===== src/hdl/cda_pkg.sv =====
// Shared types, constants and calendar functions for the calendar date adder.
`default_nettype none

package cda_pkg;

  localparam int YEAR_BITS_DEF   = 16;
  localparam int AMOUNT_BITS_DEF = 16;

  localparam int MONTH_W         = 4;
  localparam int DAY_W           = 5;
  localparam int MONTHS_PER_YEAR = 12;
  localparam int LEAP_CYCLE      = 400;
  localparam int MOD_W           = $clog2(LEAP_CYCLE);

  typedef enum logic [1:0] {
    OP_SET        = 2'd0,
    OP_ADD_DAYS   = 2'd1,
    OP_ADD_MONTHS = 2'd2,
    OP_ADD_YEARS  = 2'd3
  } op_t;

  localparam logic [MONTH_W-1:0] MONTH_JAN = MONTH_W'(1);
  localparam logic [MONTH_W-1:0] MONTH_FEB = MONTH_W'(2);
  localparam logic [MONTH_W-1:0] MONTH_APR = MONTH_W'(4);
  localparam logic [MONTH_W-1:0] MONTH_JUN = MONTH_W'(6);
  localparam logic [MONTH_W-1:0] MONTH_SEP = MONTH_W'(9);
  localparam logic [MONTH_W-1:0] MONTH_NOV = MONTH_W'(11);
  localparam logic [MONTH_W-1:0] MONTH_DEC = MONTH_W'(12);

  localparam logic [DAY_W-1:0] DAY_FIRST = DAY_W'(1);
  localparam logic [DAY_W-1:0] DAYS_FEB  = DAY_W'(28);
  localparam logic [DAY_W-1:0] DAYS_FEB_LEAP = DAY_W'(29);
  localparam logic [DAY_W-1:0] DAYS_30   = DAY_W'(30);
  localparam logic [DAY_W-1:0] DAYS_31   = DAY_W'(31);

  localparam logic [MOD_W-1:0] CENTURY_1 = MOD_W'(100);
  localparam logic [MOD_W-1:0] CENTURY_2 = MOD_W'(200);
  localparam logic [MOD_W-1:0] CENTURY_3 = MOD_W'(300);
  localparam logic [MOD_W-1:0] MOD_LAST  = MOD_W'(LEAP_CYCLE - 1);

  // controller -> datapath
  typedef struct packed {
    logic capture;
    logic load_mod;
    logic apply_months;
    logic day_step;
    logic load_out;
  } cmd_t;

  // datapath -> controller
  typedef struct packed {
    logic div_busy;
    logic days_done;
  } sts_t;

  // leap test from year mod 400: multiple of 4 but not a plain century
  function automatic logic is_leap(input logic [MOD_W-1:0] ymod);
    is_leap = (ymod[1:0] == 2'b00) && (ymod != CENTURY_1) &&
              (ymod != CENTURY_2) && (ymod != CENTURY_3);
  endfunction

  function automatic logic [DAY_W-1:0] month_days(input logic [MONTH_W-1:0] month,
                                                  input logic leap);
    case (month)
      MONTH_FEB: month_days = leap ? DAYS_FEB_LEAP : DAYS_FEB;
      MONTH_APR, MONTH_JUN, MONTH_SEP, MONTH_NOV: month_days = DAYS_30;
      default: month_days = DAYS_31;
    endcase
  endfunction

endpackage

`default_nettype wire


===== src/hdl/cda_if.sv =====
// Request and response channel interfaces of the calendar date adder.
`default_nettype none

interface cda_req_if #(
  parameter int YEAR_BITS   = cda_pkg::YEAR_BITS_DEF,
  parameter int AMOUNT_BITS = cda_pkg::AMOUNT_BITS_DEF
);
  logic                         valid;
  logic                         ready;
  cda_pkg::op_t                 opcode;
  logic [YEAR_BITS-1:0]         set_year;
  logic [cda_pkg::MONTH_W-1:0]  set_month;
  logic [cda_pkg::DAY_W-1:0]    set_day;
  logic [AMOUNT_BITS-1:0]       amount;

  modport source (output valid, opcode, set_year, set_month, set_day, amount,
                  input ready);
  modport sink   (input valid, opcode, set_year, set_month, set_day, amount,
                  output ready);
endinterface

interface cda_rsp_if #(
  parameter int YEAR_BITS = cda_pkg::YEAR_BITS_DEF
);
  logic                         valid;
  logic                         ready;
  logic [YEAR_BITS-1:0]         cur_year;
  logic [cda_pkg::MONTH_W-1:0]  cur_month;
  logic [cda_pkg::DAY_W-1:0]    cur_day;
  logic                         year_overflow;

  modport source (output valid, cur_year, cur_month, cur_day, year_overflow,
                  input ready);
  modport sink   (input valid, cur_year, cur_month, cur_day, year_overflow,
                  output ready);
endinterface

`default_nettype wire


===== src/hdl/cda_cdiv.sv =====
// Divider by a constant: reciprocal multiply, then quotient and remainder.
`default_nettype none

module cda_cdiv #(
  parameter int WIDTH   = 17,
  parameter int DIVISOR = 12,
  localparam int REM_W  = $clog2(DIVISOR)
) (
  input  logic             clk,
  input  logic             rst,
  input  logic             start,
  input  logic [WIDTH-1:0] dividend,
  output logic             busy,
  output logic [WIDTH-1:0] quotient,
  output logic [REM_W-1:0] remainder
);

  // floor(x * RECIP / 2^SHIFT) equals floor(x / DIVISOR) for every WIDTH-bit x
  localparam int SHIFT   = WIDTH + REM_W;
  localparam int RECIP_W = WIDTH + 2;
  localparam int PROD_W  = WIDTH + RECIP_W;
  localparam logic [RECIP_W-1:0] RECIP =
    RECIP_W'(((64'd1 << SHIFT) + 64'(DIVISOR) - 64'd1) / 64'(DIVISOR));
  localparam logic [WIDTH-1:0] DIV_VAL = WIDTH'(DIVISOR);

  logic [1:0]        phase;
  logic [WIDTH-1:0]  x;
  logic [PROD_W-1:0] prod;
  logic [WIDTH-1:0]  q_est;
  logic [WIDTH-1:0]  back;
  logic [WIDTH-1:0]  diff;
  logic [WIDTH-1:0]  quo;
  logic [REM_W-1:0]  rem;

  assign busy  = phase != 2'b00;
  assign q_est = WIDTH'(prod[PROD_W-1:SHIFT]);
  assign back  = q_est * DIV_VAL;
  assign diff  = x - back;

  // phase 01: multiply by the reciprocal, phase 10: quotient and remainder
  always_ff @(posedge clk) begin
    if (rst) begin
      phase <= 2'b00;
    end else if (start) begin
      phase <= 2'b01;
    end else begin
      phase <= {phase[0], 1'b0};
    end
  end

  always_ff @(posedge clk) begin
    if (start) begin
      x <= dividend;
    end
    if (phase[0]) begin
      prod <= PROD_W'(x) * PROD_W'(RECIP);
    end
    if (phase[1]) begin
      quo <= q_est;
      rem <= diff[REM_W-1:0];
    end
  end

  assign quotient  = quo;
  assign remainder = rem;

endmodule

`default_nettype wire


===== src/hdl/cda_dp.sv =====
// Datapath of the calendar date adder: date registers, year adder, dividers.
`default_nettype none

module cda_dp #(
  parameter int YEAR_BITS   = cda_pkg::YEAR_BITS_DEF,
  parameter int AMOUNT_BITS = cda_pkg::AMOUNT_BITS_DEF
) (
  input  logic                        clk,
  input  logic                        rst,
  input  cda_pkg::cmd_t               cmd,
  output cda_pkg::sts_t               sts,
  input  cda_pkg::op_t                opcode,
  input  logic [YEAR_BITS-1:0]        set_year,
  input  logic [cda_pkg::MONTH_W-1:0] set_month,
  input  logic [cda_pkg::DAY_W-1:0]   set_day,
  input  logic [AMOUNT_BITS-1:0]      amount,
  output logic [YEAR_BITS-1:0]        cur_year,
  output logic [cda_pkg::MONTH_W-1:0] cur_month,
  output logic [cda_pkg::DAY_W-1:0]   cur_day,
  output logic                        year_overflow
);

  localparam int QW    = AMOUNT_BITS + 1;
  localparam int NW    = AMOUNT_BITS + 1;
  localparam int SUM_W = ((YEAR_BITS > QW) ? YEAR_BITS : QW) + 1;
  localparam int MW    = cda_pkg::MONTH_W;
  localparam int DW    = cda_pkg::DAY_W;
  localparam int RW12  = $clog2(cda_pkg::MONTHS_PER_YEAR);

  logic [YEAR_BITS-1:0]       year;
  logic [MW-1:0]              month;
  logic [DW-1:0]              day;
  logic                       ovf;
  logic [NW-1:0]              n;
  logic [cda_pkg::MOD_W-1:0]  ymod;

  logic                       busy12;
  logic                       busy400;
  logic [QW-1:0]              q12;
  logic [RW12-1:0]            rem12;
  logic [cda_pkg::MOD_W-1:0]  rem400;

  logic [QW-1:0]              addend;
  logic [SUM_W-1:0]           year_sum;
  logic [YEAR_BITS-1:0]       new_year;
  logic                       wrap;

  logic                       leap;
  logic [DW-1:0]              len;
  logic [NW:0]                day_sum;
  logic                       exceeds;
  logic                       roll;
  logic                       is_dec;
  logic [MW-1:0]              clamp_month;

  cda_cdiv #(
    .WIDTH   (QW),
    .DIVISOR (cda_pkg::MONTHS_PER_YEAR)
  ) u_div12 (
    .clk       (clk),
    .rst       (rst),
    .start     (cmd.capture && (opcode == cda_pkg::OP_ADD_MONTHS)),
    .dividend  (QW'(month) + QW'(amount)),
    .busy      (busy12),
    .quotient  (q12),
    .remainder (rem12)
  );

  // year mod 400 for the leap rule, refreshed at the start of each add-days
  cda_cdiv #(
    .WIDTH   (YEAR_BITS),
    .DIVISOR (cda_pkg::LEAP_CYCLE)
  ) u_div400 (
    .clk       (clk),
    .rst       (rst),
    .start     (cmd.capture && (opcode == cda_pkg::OP_ADD_DAYS)),
    .dividend  (year),
    .busy      (busy400),
    .quotient  (),
    .remainder (rem400)
  );

  assign leap    = cda_pkg::is_leap(ymod);
  assign len     = cda_pkg::month_days(month, leap);
  assign day_sum = (NW + 1)'(day) + (NW + 1)'(n);
  assign exceeds = day_sum > (NW + 1)'(len);
  assign roll    = cmd.day_step && (n != '0) && exceeds;
  assign is_dec  = month == cda_pkg::MONTH_DEC;

  assign sts.div_busy  = busy12 | busy400;
  assign sts.days_done = (n == '0) || !exceeds;

  // one shared year adder
  always_comb begin
    if (cmd.capture) begin
      addend = QW'(amount);
    end else if (cmd.apply_months) begin
      addend = (rem12 != '0) ? q12 : q12 - 1'b1;
    end else if (roll) begin
      addend = QW'(1);
    end else begin
      addend = '0;
    end
  end

  assign year_sum = SUM_W'(year) + SUM_W'(addend);
  assign new_year = year_sum[YEAR_BITS-1:0];
  assign wrap     = |year_sum[SUM_W-1:YEAR_BITS];

  always_comb begin
    if (set_month == '0) begin
      clamp_month = cda_pkg::MONTH_JAN;
    end else if (set_month > cda_pkg::MONTH_DEC) begin
      clamp_month = cda_pkg::MONTH_DEC;
    end else begin
      clamp_month = set_month;
    end
  end

  always_ff @(posedge clk) begin
    if (rst) begin
      year  <= '0;
      month <= cda_pkg::MONTH_JAN;
      day   <= cda_pkg::DAY_FIRST;
      ovf   <= 1'b0;
    end else if (cmd.capture) begin
      case (opcode)
        cda_pkg::OP_SET: begin
          year  <= set_year;
          month <= clamp_month;
          day   <= set_day;
          ovf   <= 1'b0;
        end
        cda_pkg::OP_ADD_YEARS: begin
          year <= new_year;
          ovf  <= wrap;
        end
        default: begin
          ovf <= 1'b0;
        end
      endcase
    end else if (cmd.apply_months) begin
      year  <= new_year;
      ovf   <= wrap;
      month <= (rem12 != '0) ? MW'(rem12) : cda_pkg::MONTH_DEC;
    end else if (cmd.day_step && (n != '0)) begin
      if (exceeds) begin
        // day 0 stands for the last day of the previous month
        day <= '0;
        if (is_dec) begin
          month <= cda_pkg::MONTH_JAN;
          year  <= new_year;
          if (wrap) begin
            ovf <= 1'b1;
          end
        end else begin
          month <= month + 1'b1;
        end
      end else begin
        day <= day_sum[DW-1:0];
      end
    end
  end

  always_ff @(posedge clk) begin
    if (cmd.capture) begin
      n <= NW'(amount);
    end else if (roll) begin
      n <= NW'(day_sum - (NW + 1)'(len));
    end
    if (cmd.load_mod) begin
      ymod <= rem400;
    end else if (roll && is_dec) begin
      // a wrapped year is 0, which is a multiple of 400
      ymod <= (wrap || (ymod == cda_pkg::MOD_LAST)) ? '0 : ymod + 1'b1;
    end
  end

  always_ff @(posedge clk) begin
    if (cmd.load_out) begin
      cur_year      <= year;
      cur_month     <= month;
      cur_day       <= day;
      year_overflow <= ovf;
    end
  end

endmodule

`default_nettype wire


===== src/hdl/cda_ctrl.sv =====
// Controller of the calendar date adder: sequences one request at a time.
`default_nettype none

module cda_ctrl (
  input  logic          clk,
  input  logic          rst,
  input  logic          req_valid,
  input  cda_pkg::op_t  req_opcode,
  output logic          req_ready,
  output logic          rsp_valid,
  input  logic          rsp_ready,
  output cda_pkg::cmd_t cmd,
  input  cda_pkg::sts_t sts
);

  typedef enum logic [3:0] {
    S_IDLE   = 4'b0001,
    S_DIV    = 4'b0010,
    S_DAYS   = 4'b0100,
    S_FINISH = 4'b1000
  } state_t;

  state_t       state;
  state_t       state_next;
  cda_pkg::op_t op;

  assign req_ready = state == S_IDLE;

  always_comb begin
    state_next = state;
    cmd        = '0;
    case (state)
      S_IDLE: begin
        if (req_valid) begin
          cmd.capture = 1'b1;
          case (req_opcode)
            cda_pkg::OP_ADD_DAYS, cda_pkg::OP_ADD_MONTHS: state_next = S_DIV;
            default: state_next = S_FINISH;
          endcase
        end
      end
      S_DIV: begin
        if (!sts.div_busy) begin
          if (op == cda_pkg::OP_ADD_DAYS) begin
            cmd.load_mod = 1'b1;
            state_next   = S_DAYS;
          end else begin
            cmd.apply_months = 1'b1;
            state_next       = S_FINISH;
          end
        end
      end
      S_DAYS: begin
        // one month crossed per cycle; last step adds the leftover days
        cmd.day_step = 1'b1;
        if (sts.days_done) begin
          state_next = S_FINISH;
        end
      end
      S_FINISH: begin
        if (!rsp_valid || rsp_ready) begin
          cmd.load_out = 1'b1;
          state_next   = S_IDLE;
        end
      end
      default: state_next = S_IDLE;
    endcase
  end

  always_ff @(posedge clk) begin
    if (rst) begin
      state     <= S_IDLE;
      rsp_valid <= 1'b0;
    end else begin
      state <= state_next;
      if (cmd.load_out) begin
        rsp_valid <= 1'b1;
      end else if (rsp_ready) begin
        rsp_valid <= 1'b0;
      end
    end
  end

  always_ff @(posedge clk) begin
    if (cmd.capture) begin
      op <= req_opcode;
    end
  end

endmodule

`default_nettype wire


===== src/hdl/calendar_date_adder.sv =====
// Top level of the calendar date adder: Gregorian date register with add operations.
//
//   channel | dir | payload
//   --------+-----+-------------------------------------------------------
//   req     | in  | opcode, set_year, set_month, set_day, amount
//   rsp     | out | cur_year, cur_month, cur_day, year_overflow
//
// One request at a time. Set and add years need no divide. Add months first runs
// a reciprocal divide by 12. Add days first divides the year by 400 for the leap
// rule, then walks the date one month at a time. Reset gives year 0, January 1st.
// The response sits in its own register, so the next request is taken while
// an earlier response is still stalled; completion waits only if it is still full.
`default_nettype none

module calendar_date_adder #(
  parameter int YEAR_BITS   = cda_pkg::YEAR_BITS_DEF,
  parameter int AMOUNT_BITS = cda_pkg::AMOUNT_BITS_DEF
) (
  input  logic          clk,
  input  logic          rst,
  cda_req_if.sink       req,
  cda_rsp_if.source     rsp
);

  cda_pkg::cmd_t cmd;
  cda_pkg::sts_t sts;

  cda_ctrl u_ctrl (
    .clk        (clk),
    .rst        (rst),
    .req_valid  (req.valid),
    .req_opcode (req.opcode),
    .req_ready  (req.ready),
    .rsp_valid  (rsp.valid),
    .rsp_ready  (rsp.ready),
    .cmd        (cmd),
    .sts        (sts)
  );

  cda_dp #(
    .YEAR_BITS   (YEAR_BITS),
    .AMOUNT_BITS (AMOUNT_BITS)
  ) u_dp (
    .clk           (clk),
    .rst           (rst),
    .cmd           (cmd),
    .sts           (sts),
    .opcode        (req.opcode),
    .set_year      (req.set_year),
    .set_month     (req.set_month),
    .set_day       (req.set_day),
    .amount        (req.amount),
    .cur_year      (rsp.cur_year),
    .cur_month     (rsp.cur_month),
    .cur_day       (rsp.cur_day),
    .year_overflow (rsp.year_overflow)
  );

endmodule

`default_nettype wire


===== src/flat_wrapper.sv =====
// flat-port wrapper written by rule: the top's interface ports become plain ports
module calendar_date_adder_flat 
#(
  parameter int YEAR_BITS   = cda_pkg::YEAR_BITS_DEF,
  parameter int AMOUNT_BITS = cda_pkg::AMOUNT_BITS_DEF
)
  (clk, rst, req_valid, req_opcode, req_set_year, req_set_month, req_set_day, req_amount, req_ready, rsp_valid, rsp_cur_year, rsp_cur_month, rsp_cur_day, rsp_year_overflow, rsp_ready);
  cda_req_if #(.YEAR_BITS(YEAR_BITS), .AMOUNT_BITS(AMOUNT_BITS)) req_i ();
  cda_rsp_if #(.YEAR_BITS(YEAR_BITS)) rsp_i ();
  input  logic clk;
  input  logic rst;
  input wire logic [$bits(req_i.valid)-1:0] req_valid;
  input wire logic [$bits(req_i.opcode)-1:0] req_opcode;
  input wire logic [$bits(req_i.set_year)-1:0] req_set_year;
  input wire logic [$bits(req_i.set_month)-1:0] req_set_month;
  input wire logic [$bits(req_i.set_day)-1:0] req_set_day;
  input wire logic [$bits(req_i.amount)-1:0] req_amount;
  output wire logic [$bits(req_i.ready)-1:0] req_ready;
  output wire logic [$bits(rsp_i.valid)-1:0] rsp_valid;
  output wire logic [$bits(rsp_i.cur_year)-1:0] rsp_cur_year;
  output wire logic [$bits(rsp_i.cur_month)-1:0] rsp_cur_month;
  output wire logic [$bits(rsp_i.cur_day)-1:0] rsp_cur_day;
  output wire logic [$bits(rsp_i.year_overflow)-1:0] rsp_year_overflow;
  input wire logic [$bits(rsp_i.ready)-1:0] rsp_ready;
  assign req_i.valid = req_valid;
  assign req_i.opcode = req_opcode;
  assign req_i.set_year = req_set_year;
  assign req_i.set_month = req_set_month;
  assign req_i.set_day = req_set_day;
  assign req_i.amount = req_amount;
  assign req_ready = req_i.ready;
  assign rsp_valid = rsp_i.valid;
  assign rsp_cur_year = rsp_i.cur_year;
  assign rsp_cur_month = rsp_i.cur_month;
  assign rsp_cur_day = rsp_i.cur_day;
  assign rsp_year_overflow = rsp_i.year_overflow;
  assign rsp_i.ready = rsp_ready;
  calendar_date_adder #(.YEAR_BITS(YEAR_BITS), .AMOUNT_BITS(AMOUNT_BITS)) u_core (.clk(clk), .rst(rst), .req(req_i), .rsp(rsp_i));
endmodule

===== config.mk =====
export PLATFORM = sky130hd
export DESIGN_NAME = calendar_date_adder_flat
export DESIGN_NICKNAME = d
export VERILOG_FILES = /design/src/hdl/cda_pkg.sv /design/src/hdl/cda_if.sv /design/src/hdl/cda_cdiv.sv /design/src/hdl/cda_dp.sv /design/src/hdl/cda_ctrl.sv /design/src/hdl/calendar_date_adder.sv /design/src/flat_wrapper.sv
export SDC_FILE = /design/constraint.sdc
export NUM_CORES = 1
export LEC_CHECK = 0
export ABC_AREA = 1
export BUFFER_PORTS_ARGS = -buffer_cell sky130_fd_sc_hd__buf_2
export CELL_PAD_IN_SITES_DETAIL_PLACEMENT = 2
export CELL_PAD_IN_SITES_GLOBAL_PLACEMENT = 2
export CORE_MARGIN = 1.5
export CORE_UTILIZATION = 37
export CTS_BUF_LIST = sky130_fd_sc_hd__clkbuf_4 sky130_fd_sc_hd__clkbuf_8 sky130_fd_sc_hd__clkbuf_16
export DETAILED_ROUTE_END_ITERATION = 6
export PLACE_DENSITY = 0.8
export REMOVE_ABC_BUFFERS = 1
export SYNTH_ARGS = -nofsm -noshare
export SYNTH_HDL_FRONTEND = slang
export SYNTH_SLANG_ARGS = --single-unit

===== constraint.sdc =====
create_clock -name clk -period 4.68 [get_ports clk]
set_input_delay 0.936 -clock clk [delete_from_list [all_inputs] [get_ports clk]]
set_output_delay 0.936 -clock clk [all_outputs]
set_load 0.005 [all_outputs]

==> flow_summary_export.csv, run 1 <==
group,metric,value,unit
run_status,run_status,"complete, but fails checks",
run_status,violations,"negative setup slack",
finish,syn_to_final_growth,33.54,%
sta,worst_pin_slew,1.161,ns
die,initial_core_util,37.69,%
placement,dpl.hpwl,68000,um
sta,finalHoldViolCount,0,
pwr,cellPowerDensity,986.3,nW/um^2
synth,netlist.area_leader.share,20.84,%
pwr,p_comb_share,84.7,%
synth,synth_cell_type_count,50,
sta,fmax,0.1666,GHz
sta,maxSlewViolCount,0,
setup_path,startpoint_type,"register",
sta,post-route-period-util,128.2,%
drt,drc,0,
global_routing,antenna_found_initial,6,
synth,synthFlopType,"edfxtp_1",
synth,ys_ff_latch,168,
synth,synth_edf_count,132,
finish,utilization,50.32,%
clocking,cts-root-buf,"clkbuf_16",
sta,tns,-33.77,ns
sta,fin_worst_skew,0.02293,ns
drt,dr.pass1.iters,6,
die,row_count,82,
die,die_w,229.7,um
pwr,switching_power,13.69,mW
setup_path,crit_path_end_kind,"register",
global_routing,grt.overflow.total,0,
pwr,p_sw_share,54.65,%
pwr,intPower,11.36,mW
finish,layout.nets,3102,
finish,regArea,4686,um^2
drt,ant_nets,0,
clocking,cts_buffer_depth,2,
setup_path,criticalPathCategory,"register to register",
clocking,clk-insertion-delay-late,0.52,ns
setup_path,worst-r2r-setup-slack,-1.32,ns
die,die_h,229.7,um
synth,netlist_area,19020,um^2
pwr,p_leak,12.31,nW
setup_path,crit_required,4.92,ns
clocking,cts_hold_buffers,0,
hold_path,hold_path_class,"register to register",
synth,syn_avg_cell_area,8.762,um^2
drt,wl_per_cell,38.69,um
sta,setup_slack,-1.322,ns
die,dieArea,52780,um^2
clocking,numCtsBuffers,17,
drt,viasPerCell,6.411,
synth,yosysSeqAreaShare,24.63,%
synth,syn_inst,2171,
finish,fillCellCount,5269,
pwr,power_frac_seq,8.5,%
synth,async_flop_share,0,%
pwr,peakVddDrop,0.001321,V
finish,drive_gt1_share,31.40,%
sta,setup_viol,44,
global_routing,grt.total_usage,40.12,%
finish,multiInputGateArea,14520,um^2
synth,ys_warn_count,0,
placement,port_buffers,74,
die,core-area,50480,um^2
pwr,clock_power_share,6.8,%
global_routing,grt_pass1_wl,154100,um
sta,post-route-min-period,6.002,ns
setup_path,arrival,6.24,ns
sta,timing.slew.headroom,22.09,%
global_routing,grt_pass1_vias,22530,
drt,routed_wl,126600,um
run,drv_cap,0,
sta,rsz0062_at_grt,"true",
synth,synth_area_leader_cell,"edfxtp_1",
pwr,p_total,25.05,mW
drt,vias,20980,
clocking,cts_tree,"yes",
clocking,htree_levels,4,
placement,gp_congestion,0.9092,
clocking,cts.sinks,168,
die,io_pins,75,
drt,drt_iter0_markers,2040,
setup_path,cp_max_fo,3,
clocking,clkTransAtPathRegs,0.09,ns
synth,ys_top_cells_by_area,"edfxtp_1 (21%), fa_1 (19%), ha_1 (19%)",
global_routing,grt_max_degree,35,
[cell type report]
class | instances | share of cell area (%)
repair buffers | 414 | 12.02
clock inverters | 15 | 0.7437
inverters | 444 | 6.625
flip-flops and latches | 168 | 18.45
diodes | 2 | 0.01970
clock buffers | 17 | 1.675
well taps | 672 | 3.310
multi-input cells | 1541 | 57.16
[placed cells by master, fill, tap and decap left out, types with 18 or more instances in the layout]
cell | synthesis | layout
buf_4 | 0 | 305
xor2_1 | 49 | 45
a21oi_2 | 0 | 25
nor2_2 | 6 | 18
nand2_1 | 329 | 276
nor2_1 | 161 | 139
ha_1 | 285 | 242
edfxtp_1 | 132 | 132
o21ai_0 | 102 | 71
a21oi_1 | 125 | 88
buf_2 | 3 | 74
inv_1 | 437 | 400
fa_2 | 0 | 55
dfxtp_1 | 36 | 35
inv_2 | 4 | 35
ha_4 | 0 | 38
nand2_2 | 15 | 37
nand2_4 | 0 | 30
fa_1 | 184 | 129
nand3_1 | 117 | 93
nand4_1 | 30 | 30
xnor2_1 | 21 | 18
buf_6 | 2 | 35
nor3_1 | 28 | 19
nand3_2 | 3 | 18
[synth_stat cells, drive strengths merged, types with 36 or more instances]
cell type	n
ha	285
inv	441
nand2	344
fa	184
o21ai	102
xor2	49
nor2	171
edfxtp	132
a21oi	125
nand3	122
dfxtp	36
[timing repair]
| item | 4_1_cts | 5_1_grt |
|---|---|---|
| resized for setup | 268 | 230 |
| buffers inserted | 38 | 38 |
| gates cloned | 1 | 0 |
| endpoints found under the setup margin | 40 | 42 |
| pin swaps | 148 | 134 |
[power by group through the flow]
| stage | clock, mW | sequential [mW] | combinational [mW] |
|---|---|---|---|
| floorplan | 0 | 2.05 | 6.29 |
| global placement | 0 | 2.10 | 10.6 |
| detailed placement | 0 | 2.11 | 12.0 |
| CTS | 1.61 | 2.08 | 15.7 |
| global route | 1.71 | 2.13 | 21.5 |
| finish | 1.70 | 2.13 | 21.2 |
[stage by stage]
step / cells / worst slack [ns] / hold WS, ns / area [um^2]
2_1_floorplan: 2153 / -0.3953 / 0.4003 / 18940
3_3_place_gp: 3174 / -0.6109 / 0.4063 / 22220
3_5_place_dp: 3174 / -1.118 / 0.4295 / 22220
4_1_cts: 3242 / -0.7819 / 0.4740 / 24220
5_1_grt: 3271 / -1.291 / 0.4887 / 25400
6_report: 3273 / -1.322 / 0.4722 / 25400
[per-layer routing]
metal / global-route usage, % / vias up / wire, um
met5: 0 / - / 41
li1: - / 7910 / -
met3: 8.854 / 906 / 10920
met4: 31.13 / 6 / 14960
met2: 69.22 / 1677 / 58890
met1: 42.61 / 10480 / 41830
[cells by family (layout without fill, tap and decap cells)]
logic type,count (synthesis),after routing,share of synthesized area (%)
AND/OR/NAND/NOR,724,724,16.82
adder cells (fa/ha/maj),469,469,38.11
buffers and inverters,462,890,9.215
AO/OA/AOI/OAI,278,278,8.004
flip-flops,168,168,24.63
XOR/XNOR,70,70,3.223
other,0,2,0
[critical path: stages (launching register included)]
cell      delay (ns)
edfxtp_1        0.52
fa_1            0.64
buf_4           0.13
buf_4           0.14
ha_1            0.21
inv_1           0.15
fa_1            0.64
inv_1           0.11
fa_2            0.61
fa_1            0.47
fa_2            0.52
ha_4            0.30
buf_4           0.14
nand2_4         0.08
nor2_4          0.12
nand2_4         0.08
o21ai_4         0.29
a31oi_4         0.14
o21ai_2         0.17
a21oi_2         0.07
xnor2_2         0.16
[flip-flops by register name, summed over array words and instances, names as in the netlist, 4 cells and up]
name	count
u_core.u_dp.n	17
u_core.u_dp.u_div12.x	17
u_core.u_dp.cur_year	16
u_core.u_dp.u_div400.x	16
u_core.u_dp.year	16
u_core.u_dp.u_div12.prod	14
u_core.u_dp.u_div12.quotient	14
u_core.u_dp.u_div400.remainder	9
u_core.u_dp.ymod	9
u_core.u_dp.cur_day	5
u_core.u_dp.day	5
u_core.u_dp.u_div400.prod	5
u_core.u_ctrl.state	4
u_core.u_dp.cur_month	4
u_core.u_dp.month	4
u_core.u_dp.u_div12.remainder	4
[final timing paths]
path                                           from                                         end  cells past startpoint
max            u_core.u_dp.u_div400.x[12]$_DFFE_PP_     u_core.u_dp.u_div400.prod[27]$_DFFE_PP_                     20
min          u_core.u_dp.u_div12.prod[33]$_DFFE_PP_  u_core.u_dp.u_div12.quotient[12]$_DFFE_PP_                      0
max reg2reg    u_core.u_dp.u_div400.x[12]$_DFFE_PP_     u_core.u_dp.u_div400.prod[27]$_DFFE_PP_                     20
min reg2reg  u_core.u_dp.u_div12.prod[33]$_DFFE_PP_  u_core.u_dp.u_div12.quotient[12]$_DFFE_PP_                      0
No activity file was read; power rests on OpenSTA's default activity.
==> run 2: changes to the inputs <==
--- a/config.mk
+++ b/config.mk
@@ -6,14 +6,15 @@
 export NUM_CORES = 1
 export LEC_CHECK = 0
 export ABC_AREA = 1
-export BUFFER_PORTS_ARGS = -buffer_cell sky130_fd_sc_hd__buf_2
+export ABC_CLOCK_PERIOD_IN_PS = 4680
+export BUFFER_PORTS_ARGS = -buffer_cell sky130_fd_sc_hd__buf_4
 export CELL_PAD_IN_SITES_DETAIL_PLACEMENT = 2
 export CELL_PAD_IN_SITES_GLOBAL_PLACEMENT = 2
 export CORE_MARGIN = 1.5
 export CORE_UTILIZATION = 37
 export CTS_BUF_LIST = sky130_fd_sc_hd__clkbuf_4 sky130_fd_sc_hd__clkbuf_8 sky130_fd_sc_hd__clkbuf_16
 export DETAILED_ROUTE_END_ITERATION = 6
-export PLACE_DENSITY = 0.8
+export PLACE_DENSITY = 0.78
 export REMOVE_ABC_BUFFERS = 1
 export SYNTH_ARGS = -nofsm -noshare
 export SYNTH_HDL_FRONTEND = slang
==> flow_summary_export.csv, run 2 (same netlist as run 1, synthesis figures left out) <==
group,metric,value,unit
run_status,run_status,"complete, but fails checks",
run_status,violations,"negative setup slack",
hold_path,hold_path_class,"register to register",
clocking,cts_tree,"yes",
die,die_h,229.7,um
drt,routed_wl,124800,um
die,io_pins,75,
placement,dpl.cell_count,3190,
die,row_count,82,
global_routing,grt_pass1_wl,151500,um
global_routing,antenna_found_initial,8,
finish,syn_to_final_growth,35.16,%
drt,drt_iter0_markers,2011,
sta,setup_viol,45,
clocking,cts.sinks,168,
drt,drc,0,
placement,port_buffers,74,
finish,layout_common_cells,"buf_4 (406), inv_1 (399), nand2_1 (273), ha_1 (234), fa_1 (142)",
die,dieArea,52780,um^2
pwr,power_frac_seq,8.8,%
global_routing,grt_max_degree,35,
clocking,htree_levels,4,
setup_path,cp_slowest_cell,"fa_2",
placement,gp_congestion,0.9074,
clocking,clk-insertion-delay-late,0.52,ns
global_routing,grt_pass1_vias,22410,
setup_path,criticalPathCategory,"register to register",
die,die_w,229.7,um
die,core-area,50480,um^2
setup_path,crit_required,4.94,ns
setup_path,crit_path_end_kind,"register",
drt,ant_nets,0,
setup_path,worstPathCellList,"buf_4 -> buf_4 -> ha_1 -> inv_1 -> fa_1 -> fa_1 -> inv_2 -> fa_2 -> fa_2 -> fa_1 -> ha_4 -> buf_4 -> nand2_2 -> nor2_4 -> inv_2 -> nor2_2 -> nor2_1 -> nor2_1 -> a211oi_2 -> o21ai_2 -> xor2_1",
setup_path,cp_max_fo,3,
finish,layout.nets,3123,
sta,post-route-min-period,5.892,ns
finish,drive_gt1_share,32.75,%
pwr,p_comb_share,84.9,%
die,initial_core_util,37.69,%
clocking,numCtsBuffers,17,
drt,wl_per_cell,37.87,um
finish,fin_cells,3296,
sta,setup_slack,-1.212,ns
sta,rsz0062_at_grt,"true",
sta,fin_worst_skew,0.02654,ns
pwr,switching_power,13.35,mW
drt,vias,20810,
sta,worst_pin_slew,1.061,ns
sta,maxSlewViolCount,0,
pwr,p_leak,12.34,nW
sta,finalHoldViolCount,0,
run,drv_cap,0,
pwr,p_total,24.27,mW
finish,largestRegisters,"u_core.u_dp.n (17), u_core.u_dp.u_div12.x (17)",
finish,final_common_cell,"buf_4",
placement,dpl.hpwl,66130,um
drt,dr.pass1.iters,5,
sta,timing.slew.headroom,28.85,%
sta,post-route-period-util,125.9,%
setup_path,critPathMaxStageDelay,0.71,ns
sta,fmax,0.1697,GHz
pwr,clock_power_share,6.4,%
global_routing,grt.total_usage,39.13,%
setup_path,startpoint_type,"register",
pwr,peakVddDrop,0.001117,V
sta,tns,-29.93,ns
pwr,intPower,10.92,mW
pwr,p_sw_share,54.99,%
clocking,cts_buffer_depth,2,
drt,viasPerCell,6.315,
finish,fillCellCount,5288,
pwr,cellPowerDensity,943.9,nW/um^2
global_routing,grt.overflow.total,0,
clocking,cts-root-buf,"clkbuf_16",
clocking,clkTransAtPathRegs,0.10,ns
setup_path,arrival,6.15,ns
==> run 2: changes by cell type in the layout (fill, tap and decap cells not counted), sizes merged <==
cell      before  now
buf          414  435
diode          2    4
inv          447  445
bufinv         2    0
clkinv         8    4
clkbuf        17   20
clkinvlp       2    7
==> run 2: final cells by class <==
cell class                 count  area (um^2)  share of cell area, %
clock inverter                12        93.84                 0.3650
multi-input combinational   1541        14580                  56.71
tap                          672        840.8                  3.270
clock buffer                  20        447.9                  1.742
timing repair buffer         435         3378                  13.14
sequential                   168         4686                  18.22
antenna                        4        10.01                0.03893
inverter                     444         1674                  6.511
==> run 2: through the flow <==
stage	hold slack [ns]	utilization [%]	worst slack, ns	area, um^2
floorplan	0.4003	-	-0.3953	18940
global placement	0.4100	44.62	-0.6005	22520
detailed placement	0.4271	44.62	-0.9292	22520
CTS	0.4464	48.22	-0.5969	24340
global route	0.4692	50.93	-1.182	25710
finish	0.4615	50.94	-1.212	25710
==> run 2: power groups by stage <==
stage	clock network [mW]	registers [mW]	logic [mW]
final	1.54	2.13	20.6
after global routing	1.56	2.12	21.0
after CTS	1.45	2.08	15.1
after detailed placement	0	2.11	11.5
after global placement	0	2.10	10.5
after floorplan	0	2.05	6.29
==> run 2: repair_timing <==
item | CTS | global route
hold buffers | 0 | 0
gates cloned | 0 | 1
pin swaps | 107 | 147
gates resized for setup | 225 | 276
endpoints found under the setup margin | 38 | 43
buffers inserted | 43 | 37
==> run 2: per-layer routing <==
metal  wire length, um  track usage, %  vias up
li1                  -               -     7970
met1             42900           42.82    10570
met2             58880           68.80     1504
met3             10170           7.416      764
met4             12850           26.29        6
met5                34               0        -
==> run 2: path summary, 6_finish.rpt <==
check        slack, ns                                      to  cells after the start                           startpoint
max              -1.21  u_core.u_dp.u_div12.prod[28]$_DFFE_PP_                     21  u_core.u_dp.u_div12.x[14]$_DFFE_PP_
min               0.46     u_core.u_dp.year_overflow$_DFFE_PP_                      0         u_core.u_dp.ovf$_SDFFE_PP0P_
max reg2reg      -1.21  u_core.u_dp.u_div12.prod[28]$_DFFE_PP_                     21  u_core.u_dp.u_div12.x[14]$_DFFE_PP_
min reg2reg       0.46     u_core.u_dp.year_overflow$_DFFE_PP_                      0         u_core.u_dp.ovf$_SDFFE_PP0P_
==> run 2: worst max-delay path: cells and delay by family (launching register included) <==
kind	cells	cell delay, ns
AOI/OAI and AO/OA	2	0.38
xor gates and xnor gates	1	0.17
adders and majority gates	7	3.40
buffers and inverters	6	0.72
DFF	1	0.45
and+or+nand+nor	5	0.49
